===== src/sv/c8_ram.sv =====
module c8_ram #(
   parameter int WIDTH = 8,
   parameter int DEPTH = 256
) (
   input  logic                     clock,
   input  logic                     wr_en,
   input  logic [$clog2(DEPTH)-1:0] wr_addr,
   input  logic [WIDTH-1:0]         wr_data,
   input  logic [$clog2(DEPTH)-1:0] rd_addr,
   output logic [WIDTH-1:0]         rd_data
);

   logic [WIDTH-1:0] mem_ff [DEPTH];
   logic [WIDTH-1:0] rd_data_ff;

   always_ff @(posedge clock) begin
      if (wr_en) begin
         mem_ff[wr_addr] <= wr_data;
      end
      rd_data_ff <= mem_ff[rd_addr];
   end

   assign rd_data = rd_data_ff;

endmodule


===== config.mk =====
export PLATFORM = sky130hd
export DESIGN_NAME = c8_ram
export DESIGN_NICKNAME = d
export VERILOG_FILES = /design/src/sv/c8_ram.sv
export SDC_FILE = /design/constraint.sdc
export NUM_CORES = 2
export LEC_CHECK = 0
export CAP_MARGIN = 5
export CORE_MARGIN = 2
export CORE_UTILIZATION = 45
export DETAILED_ROUTE_END_ITERATION = 7
export DONT_BUFFER_PORTS = 1
export HOLD_SLACK_MARGIN = 0.1
export MAX_ROUTING_LAYER = met4
export SKIP_LAST_GASP = 1
export SLEW_MARGIN = 20
export SYNTH_ARGS = -nofsm -noshare
export SYNTH_HDL_FRONTEND = slang
export SYNTH_SLANG_ARGS = --single-unit

===== constraint.sdc =====
create_clock -name clock -period 3.6 [get_ports clock]
set_input_delay 0.54 -clock clock [delete_from_list [all_inputs] [get_ports clock]]
set_output_delay 0.54 -clock clock [all_outputs]
set_load 0.03 [all_outputs]

; ---- After elaboration in Yosys (flattened, before gate mapping)
; Memories as Yosys holds them, arrays and structs flattened. A register that Yosys moved wholly into a read port is not among the register bits.
; Cells that the tools add are included.
[totals]
rom_bits = 0
mem_count = 1
latch_bits = 0
regBits = 0
ramBits = 2048
word_cells = 3
[op_classes]
addsub = 0
n_mux = 2
n_bitwise = 0
reduce_logical = 0
eq_ne = 0
shifts = 0
mul = 0
n_div = 0
magnitude_cmp = 0
[mem_list]
columns = name, depth, width, read_ports, rd_clocked_by_memory_dff, write_ports, line_no
row1 = mem_ff, 256, 8, 1, 1, 1, 13  ; logic [WIDTH-1:0] mem_ff [DEPTH];
[ops]
columns = operator, count
row1 = $mux 1, 2

; ---- Logic depth before layout (Yosys ltp)
[logic_depth]
depth_word = 2
depth_mapped = 11
mapped_depth_nobuf = 6

; ---- Worst setup path before layout
; OpenSTA, ideal clock, no wires.
[synth_path]
kind = input port to flip-flop
from = in rd_addr[0]
to = reg rd_data_ff[2], in the netlist rd_data[2], read port of mem_ff
arrival_ps = 2347
slack_ps = 1122
stages = 9
setup_ps = 131
n_path_buf = 4
cell_sequence = buf_6 buf_12 buf_8 buf_2 mux4_2 a22oi_1 a21oi_1 nor4_1 nor4_2
[synth_rtl]
columns = item, line_no
row1 = start: declaration, 9  ; input logic [$clog2(DEPTH)-1:0] rd_addr,
row2 = end: declaration, 14  ; logic [WIDTH-1:0] rd_data_ff;

==> flow_summary.json <==
{
  "status": "finished, violations left",
  "violations": "max-slew violations, negative setup slack",
  "final_cell_mix": "edfxtp_1 (2,048), mux4_2 (454), buf_4 (297)",
  "power_density_mw_per_mm2": 542,
  "cts_tree": "yes",
  "routed_wl_microns": 200000,
  "design.die.area_sq_mm": 0.180,
  "synth_area_leaders": "edfxtp_1 (77%), mux4_2 (13%), mux2i_1 (1.7%)",
  "cts_setup_buffers": 0,
  "clock_skew_ps": 49.9,
  "viasPerCell": 5.99,
  "relSlewSlack_pct": -160,
  "preCtsSetupSlack_ps": -835,
  "area_growth_pct": 13.8,
  "dpl_cell_area_sq_mm": 0.0835,
  "core_area_sq_mm": 0.176,
  "setup_violations": 8,
  "ys.flop_type": "edfxtp_1",
  "cts_buffer_depth": 3,
  "cts_made_buffers": 203,
  "crit_path_start_kind": "primary input",
  "cap_violations": 0,
  "arrival_ps": 5730,
  "timing.setup.tns_ps": -9860,
  "multi_input_area_sq_mm": 0.0166,
  "grt_pass1_vias": 39100,
  "synth.avg_cell_area_sq_um": 21.3,
  "critPathCapture": "rd_data[7]$_DFF_P_",
  "avgRoutedWirePerCell_microns": 30.6,
  "cts.reportedPaths.clkPinSlew_ps": 60,
  "r2r_cells": 6,
  "rows": 154,
  "ys_ff_latch": 2056,
  "finalNetCount": 4060,
  "ant_nets": 0,
  "setup_ws_ps": -1410,
  "yosysWarningCount": 0,
  "gp_congestion": 0.829,
  "grt_max_degree": 447,
  "crit_path_end_kind": "flip-flop",
  "final_core_util_pct": 51.5,
  "path_cells": "nand3b_1 > o22ai_1 > o21ai_0 > nand3_1 > nor4_1 > buf_4 > nor4_1",
  "num_io_pins": 34,
  "fin_area_sq_mm": 0.0905,
  "cts_resized": 0,
  "fp.dieH_microns": 424,
  "worstPathRequired_ps": 4320,
  "clk_latency_ps": 840,
  "synth_cell_types": 55,
  "cp_slowest_cell": "nand3b_1",
  "track_usage_pct": 22.7,
  "tightest_slew_ps": 3900,
  "hold_slack_ps": 111,
  "hp-class": "primary input to flip-flop",
  "setup.worst_path.start": "rd_addr[1]",
  "ctsHtreeMaxLevel": 4,
  "firstDrtPassIters": 7,
  "slowest_delay_ps": 1970,
  "power_mw": 49.1,
  "drc_errors": 0,
  "leakagePower_nw": 28.3,
  "path_class": "primary input to flip-flop",
  "period_share_pct": 139,
  "drtIter0Drc": 5104,
  "rsz0062_at_grt": "no",
  "numPortBuffers": 0,
  "clock-sinks": 2056,
  "timing.rr.end": "rd_data[3]$_DFF_P_",
  "regArea_sq_mm": 0.0617,
  "async_reset_ff_share_pct": 0,
  "max_freq_mhz": 199,
  "place_hpwl_microns": 113000,
  "cts_root_buf": "clkbuf_16",
  "yosysTopAreaCellShare_pct": 77.3,
  "final_cells": 6546,
  "die_w_microns": 424,
  "drv_slew": 362,
  "grt_pass1_wl_microns": 285000,
  "netlist_area_sq_mm": 0.0796,
  "grt_antenna_before_repair": 5,
  "ys_seq_area_share_pct": 77.5,
  "drive_above_1_share_pct": 25.8,
  "finalCriticalPeriod_ps": 5010,
  "syn-num-nets": 3759,
  "r2r_start": "mem_ff[211][3]$_DFFE_PP_",
  "ir_drop_v": 0.000451,
  "layout_commonest_cell": "edfxtp_1",
  "grt_overflow": 0,
  "crit_fanout": 446,
  "fill_cells": 13700,
  "synth_cells": 3733,
  "num_vias": 39200,
  "dpl.cell_count": 6144,
  "hold_viol_final": 0,
  "yosys.area.top_type": "edfxtp_1",
  "synth_edf_count": 2048,
  "start_util_pct": 45.2,
  "path_common_cell": "nor4_1",
  "r2r_setup_slack_ps": 800
}
==> logic make-up after synthesis <==
family | count (synthesis) | synth area share [%]
AO/OA/AOI/OAI | 385 | 3.42
buffers and inverters | 235 | 1.83
flip-flops | 2056 | 77.5
multiplexers | 591 | 14.6
AND/OR/NAND/NOR | 466 | 2.63
==> repair_timing <==
item                                    in CTS  in global routing
hold buffers                                10                  6
endpoints found under the setup margin       0                  7
hold endpoints to repair                  2035                 65
==> area by class of cell <==
type / count / share of cell area [%]
Sequential cell: 2056 / 68.1
Multi-Input combinational cell: 1442 / 18.3
Clock buffer: 253 / 5.90
Timing Repair Buffer: 329 / 3.29
Tap cell: 2340 / 3.23
Clock inverter: 122 / 1.14
Inverter: 2 / 0.00829
Antenna cell: 2 / 0.00553
==> worst min-delay path by stage <==
stage | from | slack (ps) | cells after the start | to
4_1_cts | wr_data[3] | -90 | 0 | mem_ff[130][3]$_DFFE_PP_
2_1_floorplan | wr_data[0] | 640 | 0 | mem_ff[0][0]$_DFFE_PP_
3_5_place_dp | wr_data[7] | 660 | 0 | mem_ff[45][7]$_DFFE_PP_
3_3_place_gp | wr_data[0] | 660 | 0 | mem_ff[226][0]$_DFFE_PP_
5_1_grt | wr_data[4] | 100 | 1 | mem_ff[85][4]$_DFFE_PP_
6_report | wr_data[4] | 110 | 1 | mem_ff[85][4]$_DFFE_PP_
==> routing by layer <==
metal / global-route usage (%) / up-vias / wire length (microns)
met2: 34.5 / 1698 / 95400
met4: 5.93 / 0 / 5330
met1: 31.8 / 20900 / 83000
met3: 4.59 / 289 / 16300
li1: - / 16300 / -
met5: - / - / 0
==> state kept, by name, indices dropped and copies added (netlist names) <==
register  cells
rd_data       8
mem_ff     2048
==> critical path, delay by kind of cell <==
family / cells / cell delay, ps
AND/OR/NAND/NOR: 4 / 2760
buffers and inverters: 1 / 210
AO/OA/AOI/OAI: 2 / 350
==> report_power, final <==
group	internal, mW	switching, mW
Clock	11.3	8.98
Sequential	26.4	0.121
Combinational	0.931	1.34
Total	38.6	10.4
==> synthesized netlist by cell type (5+ instances only) <==
master and number:
a22o_1 8, buf_1 22, and2_1 6, nor4_1 24
mux4_2 454, buf_8 13, nor3_1 22, nor2b_1 31
o22ai_1 28, edfxtp_1 2048, nand2_1 33, o221ai_1 46
clkbuf_1 111, buf_2 31, nor2_1 282, mux2i_1 134
buf_6 21, nand2b_1 8, nand3_1 34, dfxtp_1 8
o211ai_1 10, nand4_1 10, buf_4 27, a211oi_1 16
a22oi_1 133, buf_12 8, a21oi_1 96, o22a_1 5
a221oi_1 13, o21ai_0 10
Power figures use the tool's default switching activity.
