<file path="src/sv/c8_pkg.sv">
package c8_pkg;

   localparam int MEM_BYTES     = 4096;
   localparam int ADDR_W        = $clog2(MEM_BYTES);
   localparam int STACK_DEPTH   = 16;
   localparam int SP_W          = (STACK_DEPTH > 1) ? $clog2(STACK_DEPTH) : 1;
   localparam int CNT_W         = $clog2(STACK_DEPTH + 1);
   localparam int SCREEN_WIDTH  = 64;
   localparam int SCREEN_HEIGHT = 32;
   localparam int COL_W         = $clog2(SCREEN_WIDTH);
   localparam int ROW_W         = $clog2(SCREEN_HEIGHT);
   localparam int FONT_BYTES    = 80;

   localparam logic [ADDR_W-1:0] START_ADDR = 12'h200;

   localparam logic [7:0] FONT [FONT_BYTES] = '{
      8'hF0, 8'h90, 8'h90, 8'h90, 8'hF0, 8'h20, 8'h60, 8'h20, 8'h20, 8'h70,
      8'hF0, 8'h10, 8'hF0, 8'h80, 8'hF0, 8'hF0, 8'h10, 8'hF0, 8'h10, 8'hF0,
      8'h90, 8'h90, 8'hF0, 8'h10, 8'h10, 8'hF0, 8'h80, 8'hF0, 8'h10, 8'hF0,
      8'hF0, 8'h80, 8'hF0, 8'h90, 8'hF0, 8'hF0, 8'h10, 8'h20, 8'h40, 8'h40,
      8'hF0, 8'h90, 8'hF0, 8'h90, 8'hF0, 8'hF0, 8'h90, 8'hF0, 8'h10, 8'hF0,
      8'hF0, 8'h90, 8'hF0, 8'h90, 8'h90, 8'hE0, 8'h90, 8'hE0, 8'h90, 8'hE0,
      8'hF0, 8'h80, 8'h80, 8'h80, 8'hF0, 8'hE0, 8'h90, 8'h90, 8'h90, 8'hE0,
      8'hF0, 8'h80, 8'hF0, 8'h80, 8'hF0, 8'hF0, 8'h80, 8'hF0, 8'h80, 8'h80
   };

   localparam logic [1:0] FN_LOAD = 2'd0;
   localparam logic [1:0] FN_EXEC = 2'd1;
   localparam logic [1:0] FN_TICK = 2'd2;
   localparam logic [1:0] FN_ROW  = 2'd3;

   localparam logic [2:0] ST_OK    = 3'd0;
   localparam logic [2:0] ST_HALT  = 3'd1;
   localparam logic [2:0] ST_OVF   = 3'd2;
   localparam logic [2:0] ST_UNDEF = 3'd3;
   localparam logic [2:0] ST_WAIT  = 3'd4;

   typedef logic [2:0] alu_op_type;

   localparam alu_op_type ALU_ADD   = 3'd0;
   localparam alu_op_type ALU_SUB   = 3'd1;
   localparam alu_op_type ALU_OR    = 3'd2;
   localparam alu_op_type ALU_AND   = 3'd3;
   localparam alu_op_type ALU_XOR   = 3'd4;
   localparam alu_op_type ALU_SHR   = 3'd5;
   localparam alu_op_type ALU_SHL   = 3'd6;
   localparam alu_op_type ALU_PASSB = 3'd7;

   typedef struct packed {
      alu_op_type op;
      logic [7:0] a;
      logic [7:0] b;
   } alu_req_type;

   typedef struct packed {
      logic [7:0] res;
      logic       flag;
   } alu_rsp_type;

   // Hundreds, tens and ones of a byte, each in four bits.
   function automatic logic [11:0] bcd_digits(input logic [7:0] v);
      logic [7:0]  rem;
      logic [1:0]  h;
      logic [15:0] prod;
      logic [3:0]  t;
      logic [7:0]  o;
      if (v >= 8'd200) begin
         h   = 2'd2;
         rem = v - 8'd200;
      end else if (v >= 8'd100) begin
         h   = 2'd1;
         rem = v - 8'd100;
      end else begin
         h   = 2'd0;
         rem = v;
      end
      // Multiply by 205/2048 gives the exact tenth for values below 100.
      prod = {8'd0, rem} * 16'd205;
      t    = prod[14:11];
      o    = rem - {1'b0, t, 3'b000} - {3'b000, t, 1'b0};
      return {2'b00, h, t, o[3:0]};
   endfunction

endpackage

</file>
<file path="src/sv/c8_alu.sv">
module c8_alu (
   input  c8_pkg::alu_req_type req,
   output c8_pkg::alu_rsp_type rsp
);
   import c8_pkg::*;

   logic [8:0] sum;

   assign sum = {1'b0, req.a} + {1'b0, req.b};

   always_comb begin
      rsp.res  = req.b;
      rsp.flag = 1'b0;
      case (req.op)
         ALU_ADD: begin
            rsp.res  = sum[7:0];
            rsp.flag = sum[8];
         end
         ALU_SUB: begin
            rsp.res  = req.a - req.b;
            rsp.flag = (req.a >= req.b);
         end
         ALU_OR:  rsp.res = req.a | req.b;
         ALU_AND: rsp.res = req.a & req.b;
         ALU_XOR: rsp.res = req.a ^ req.b;
         ALU_SHR: begin
            rsp.res  = {1'b0, req.b[7:1]};
            rsp.flag = req.b[0];
         end
         ALU_SHL: begin
            rsp.res  = {req.b[6:0], 1'b0};
            rsp.flag = req.b[7];
         end
         default: rsp.res = req.b;
      endcase
   end

endmodule

</file>
<file path="config.mk">
export PLATFORM = sky130hd
export DESIGN_NAME = c8_alu
export DESIGN_NICKNAME = d
export VERILOG_FILES = /design/src/sv/c8_pkg.sv /design/src/sv/c8_alu.sv
export SDC_FILE = /design/constraint.sdc
export NUM_CORES = 1
export LEC_CHECK = 0
export ABC_AREA = 1
export BUFFER_PORTS_ARGS = -buffer_cell sky130_fd_sc_hd__buf_2
export CORE_MARGIN = 2
export CORE_UTILIZATION = 53
export DETAILED_ROUTE_END_ITERATION = 6
export PLACE_DENSITY = 0.91
export SYNTH_ARGS = -nofsm -noshare
export SYNTH_HDL_FRONTEND = slang
export SYNTH_SLANG_ARGS = --single-unit
</file>
<file path="constraint.sdc">
create_clock -name vclk -period 1.8
set_clock_uncertainty 0.05 [all_clocks]
set_input_delay 0.36 -clock vclk [all_inputs]
set_output_delay 0.36 -clock vclk [all_outputs]
set_load 0.01 [all_outputs]
</file>
==> flow_summary.ini, run 1 <==
[die]
placementRows = 18
io_pins = 28
die_w_um = 54.1
start_util_pct = 54.7
die_h_um = 54.1

[yosys]
synth.top_cell.area_share_pct = 24.5
synth_warnings = 0
synth_nets = 292
ys_seq_area_share_pct = 0
synth_cells = 245
synth_top_cell_by_area = ha_1
synth.avg_cell_area_um2 = 5.43
ys_top_cells_by_area = ha_1 24%, nand2_1 19%, inv_1 13%
synth_area_um2 = 1330
synth_cell_type_count = 20

[placement]
gp_congestion = 1.09
portBuffers = 28
hpwl_um = 4430

[run_status]
stop_stage = 5_1_grt
status = aborted with a tool error
tool.error = [ERROR GRT-0232] Routing congestion too high. Check the congestion heatmap in the GUI.

[grt]
grt_start_max_net_pins = 8
grt_usage_pct = 77.8
grt_overflow_total = 84

[cts]
hold_buffers = 0
metrics by stage:
step | utilization (%) | instances | instance area [µm²] | setup WS [ns] | setup TNS (ns)
2_1_floorplan | - | 245 | 1410 | -0.0433 | -0.115
3_3_place_gp | 82.0 | 358 | 2000 | -0.369 | -2.61
3_5_place_dp | 82.0 | 358 | 2000 | -0.476 | -3.34
4_1_cts | 95.8 | 363 | 2330 | -0.398 | -2.26
repair_timing:
action | 4_1_cts
gates resized for setup | 90
hold endpoints to repair | 0
pin swaps | 38
setup buffers | 6
gates cloned | 0
endpoints found under the setup margin | 9
routing by layer:
metal,overflow,global-route usage (%)
met4,32,96.7
met5,0,2.08
met2,51,105
met1,1,73.1
met3,0,46.7
logic make-up after synthesis:
family	Yosys count	share of synthesized area, %
AO/OA/AOI/OAI	31	13.4
XOR/XNOR	2	1.32
adder cells (fa/ha/maj)	28	27.5
buffers and inverters	49	14.1
AND/OR/NAND/NOR	135	43.7
Yosys cell counts:
master,count
a211oi_1,1
a21oi_1,13
buf_2,3
fa_1,2
ha_1,26
inv_1,45
inv_2,1
nand2_1,66
nand3_1,30
nand3b_1,2
nand4_1,7
nor2_1,25
nor2_4,1
nor3_1,4
o2111ai_1,2
o21ai_0,7
o221ai_1,1
o22ai_1,7
xnor2_1,1
xor2_1,1
==> run 2: changes to the inputs <==
- CORE_AREA: default -> 2 2 63 65
- CORE_MARGIN: 2 -> default
- CORE_UTILIZATION: 53 -> default
- DIE_AREA: default -> 0 0 65 67
- PLACE_DENSITY: 0.91 -> default
- PLACE_DENSITY_LB_ADDON: default -> 0.15
- clock period: 1.8 -> 2.3 ns (I/O delays scaled with it)
==> flow_summary.ini, run 2 <==
[sta]
hold_slack_ns = 1.28
min_period_ns = 2.33
tns_ns = -0.0301
period_share_pct = 101
max_freq_ghz = 0.430
timing.final.hold_violations = 0
rsz0062_at_grt = true
worst_pin_slew_ns = 0.357
setup_ws_ns = -0.0254
relSlewSlack_pct = 76.2
finalSetupViolCount = 2
slew_viol_final = 0

[critical_path]
crit_path_start_kind = input pin
cp-end-kind = primary output
crit_type = in2out
required_ns = 1.79
worstPathArrival_ns = 1.82
cp_max_fo = 4

[final_layout]
fin_cells = 364
drive_gt1_share_pct = 38.0
diodes = 0
final_common_cell = nand2_1
fillers = 368
final_util_pct = 57.8
regArea_um2 = 0
final_cell_mix = 57 x nand2_1, 48 x buf_4, 36 x inv_1, 26 x nand3_1, 24 x buf_2
nets = 365
area_growth_pct = 56.8
seq_cell_count = 0
nClkBuffers = 0

[grt]
grt_pass1_wl_um = 7670
grt_overflow_total = 0
grt_start_max_net_pins = 9
antenna_found_initial = 0
grt_pass1_vias = 1672
grt_usage_pct = 22.4

[die]
io_pins = 28
die_w_um = 65
die_h_um = 67
start_util_pct = 36.9
placementRows = 22
die-area_um2 = 4360
core-area_um2 = 3610

[run_status]
violations = setup timing
status = finished, violations left

[yosys]
ys_top_cells_by_area = ha_1 24%, nand2_1 19%, inv_1 13%
synth.top_cell.area_share_pct = 24.5
ys_seq_area_share_pct = 0
synth.avg_cell_area_um2 = 5.43
synth_area_um2 = 1330
synth_warnings = 0
synth_cell_type_count = 20
synth_cells = 245
synth_most_common_cell = nand2_1
synth_nets = 292
synth_common_cells = 66 x nand2_1, 45 x inv_1, 30 x nand3_1
synth_top_cell_by_area = ha_1

[pwr]
power-per-cell-area_nw_per_um2 = 222
leakage_uw = 0.00113
ir_drop_mv = 0.105

[route]
drt-pass1-iter-count = 4
vias = 1838
drt-total-wl_um = 4700
first_iter_violations = 118
vias_per_cell = 5.05
ant_nets = 0
wire_per_inst_um = 12.9
drc = 0

[job]
cap_violations = 0

[placement]
hpwl_um = 3770
portBuffers = 28
placedCellCount = 362
gp_congestion = 0.919

[hold_path]
min_path_cells = 4
hp-class = in2out
## run 2: cell counts after synthesis
No cell type changed its count.
## run 2: kinds of logic (layout without fill, tap and decap cells)
group / Yosys count / in the layout / synth area share (%)
AND/OR/NAND/NOR: 135 / 135 / 43.7
buffers and inverters: 49 / 120 / 14.1
AO/OA/AOI/OAI: 31 / 31 / 13.4
adder cells (fa/ha/maj): 28 / 28 / 27.5
XOR/XNOR: 2 / 2 / 1.32
## run 2: metrics by stage
| stage | cell area, µm² | total power (µW) | setup WS, ns |
|---|---|---|---|
| 2_1_floorplan | 1330 | 216 | 0.118 |
| 3_3_place_gp | 1850 | 395 | -0.143 |
| 3_5_place_dp | 1850 | 394 | -0.151 |
| 4_1_cts | 1930 | 415 | -0.00805 |
| 5_1_grt | 2090 | 514 | -0.118 |
| 6_report | 2090 | 462 | -0.0254 |
## run 2: power by group
group,switching (µW),internal (µW),leakage (µW)
Clock,0,0,0
Combinational,251,212,0.00113
Sequential,0,0,0
Total,251,212,0.00113
## run 2: cell type report
| class | count | area, µm² | area share (%) |
|---|---|---|---|
| Multi-Input combinational cell | 196 | 1340 | 64.0 |
| Timing Repair Buffer | 74 | 510 | 24.5 |
| Inverter | 46 | 180 | 8.64 |
| Tap cell | 48 | 60.1 | 2.88 |
## run 2: worst paths after layout
kind,slack [ns],from,endpoint
max,-0.03,req[8],rsp[7]
min,1.28,req[1],rsp[2]
## run 2: worst max-delay path: stages
cell	delay, ns
buf_8	0.11
inv_4	0.05
ha_4	0.12
inv_2	0.03
fa_2	0.34
nand2_2	0.09
nand2_2	0.07
nand3b_1	0.14
nand2_1	0.07
nand2_1	0.07
nand3_2	0.07
nand4_1	0.07
buf_2	0.13
## run 2: per-layer routing
metal | vias up | wire, µm | track usage [%]
li1 | 938 | - | -
met1 | 839 | 2160 | 32.7
met2 | 57 | 2220 | 37.4
met3 | 4 | 288 | 0.169
met4 | 0 | 34 | 3.19
met5 | - | 0 | 0
## run 2: repair_timing
item,CTS,global route
hold endpoints to repair,0,0
endpoints found under the setup margin,7,8
setup buffers,0,2
pin swaps,8,12
hold buffers,0,0
gates resized for setup,25,41
Note: power is estimated with default switching activity, not from simulation.
==> run 3: changes to the inputs <==
--- a/constraint.sdc
+++ b/constraint.sdc
@@ -4,2 +4,2 @@
 set_output_delay 0.46 -clock vclk [all_outputs]
-set_load 0.01 [all_outputs]
+set_load 0.05 [all_outputs]
==> flow_summary.ini, run 3 (synthesis gave the netlist of run 2 again) <==
[die]
die_h_um = 67
io_pins = 28
placementRows = 22
die-area_um2 = 4360
start_util_pct = 36.9
die_w_um = 65
core-area_um2 = 3610

[critical_path]
cp-end-kind = primary output
worstPathArrival_ns = 1.89
required_ns = 1.79
crit_chain = buf_12, inv_16, ha_4, inv_2, fa_2, nand2_2, nand2_2, nand2_1, nand2_1, nand3_1, o21ai_1, nor2_1, nand3_2, buf_6
max_stage_delay_ns = 0.38
cp_max_fo = 4
crit_type = in2out
critPathSlowestCell = fa_2
critPathBufInv = 4
crit_path_start_kind = input pin
path_delay_family = simple AND/OR/NAND/NOR gates

[sta]
timing.final.hold_violations = 0
worst_pin_slew_ns = 0.364
setup_ws_ns = -0.0993
min_period_ns = 2.40
finalSetupViolCount = 5
period_share_pct = 104
slew_viol_final = 0
relSlewSlack_pct = 75.7
rsz0062_at_grt = true
max_freq_ghz = 0.417
tns_ns = -0.331

[hold_path]
holdPathEnd = rsp[7]
min_path_cells = 5
hp-start = req[6]
hp-class = in2out

[final_layout]
final_cell_mix = 54 x buf_4, 48 x nand2_1, 29 x inv_1, 22 x nand3_1, 21 x nor2_1
diodes = 0
regArea_um2 = 0
nClkBuffers = 0
seq_cell_count = 0
fin_cells = 372
drive_gt1_share_pct = 46.3
final_common_cell = buf_4
nets = 373
area_growth_pct = 71.6

[placement]
placedCellCount = 367
hpwl_um = 3990
gp_congestion = 0.978
portBuffers = 28

[route]
routed-wl-met3_um = 334
ant_nets = 0
first_iter_violations = 108
wire_per_inst_um = 13.6
vias = 1872
vias_per_cell = 5.03
drt-total-wl_um = 5060
met1_length_um = 2250
drc = 0
drt-pass1-iter-count = 4
wl_met2_um = 2450
top_layer = met4

[pwr]
leakage_uw = 0.00122
ir_drop_mv = 0.168
power-per-cell-area_nw_per_um2 = 269

[job]
cap_violations = 0

[grt]
grt_pass1_vias = 1795
grt_start_max_net_pins = 9
grt_pass1_wl_um = 8180
grt_usage_pct = 23.8
antenna_found_initial = 0
grt_overflow_total = 0

[cts]
hold_buffers = 0

[run_status]
status = finished, violations left
violations = setup timing
-- run 3: cell types whose count changed in the layout (fill, tap and decap cells not counted), moves of 4 or more --
cell     delta
nand2_2     +8
nand2_1     -9
inv_2       +6
buf_2       -8
inv_1       -7
buf_4       +6
buf_6       +9
nand3_2     +4
nand3_1     -4
-- run 3: per-layer routing --
layer | vias to the layer above | track usage [%]
met3 | 2 | 0.507
met4 | 0 | 3.46
met1 | 853 | 32.4
met5 | - | 0
li1 | 954 | -
met2 | 63 | 42.5
-- run 3: cell type report --
| type | count | area, µm² |
|---|---|---|
| tap | 48 | 60.1 |
| timing repair buffer | 82 | 642 |
| multi-input combinational | 196 | 1390 |
| fill | 353 | 1320 |
| inverter | 46 | 194 |
-- run 3: power by group --
part / switching [µW] / internal [µW]
Combinational: 350 / 264
Sequential: 0 / 0
Clock: 0 / 0
-- run 3: worst max path at each step --
| stage | cells after the start | slack, ns | to | from |
|---|---|---|---|---|
| after floorplan | 10 | -0.02 | rsp[7] | req[8] |
| after global placement | 14 | -0.23 | rsp[5] | req[8] |
| after detailed placement | 14 | -0.25 | rsp[5] | req[8] |
| after CTS | 14 | -0.08 | rsp[5] | req[8] |
| after global routing | 12 | -0.23 | rsp[7] | req[8] |
| final | 14 | -0.1 | rsp[5] | req[8] |
-- run 3: timing repair --
item | 4_1_cts | 5_1_grt
setup buffers | 1 | 5
pin swaps | 5 | 12
endpoints found under the setup margin | 9 | 9
gates resized for setup | 33 | 49
-- run 3: stage by stage --
stage / util, % / instance area [µm²] / total power, µW / hold WS (ns) / setup slack, ns
6_report: 63.3 / 2280 / 614 / 1.36 / -0.0993
3_5_place_dp: 55.2 / 1990 / 499 / 1.44 / -0.248
2_1_floorplan: - / 1460 / 317 / 1.13 / -0.0222
4_1_cts: 58.4 / 2110 / 547 / 1.36 / -0.0787
5_1_grt: 63.3 / 2280 / 663 / 1.39 / -0.226
3_3_place_gp: 55.2 / 1990 / 497 / 1.43 / -0.226
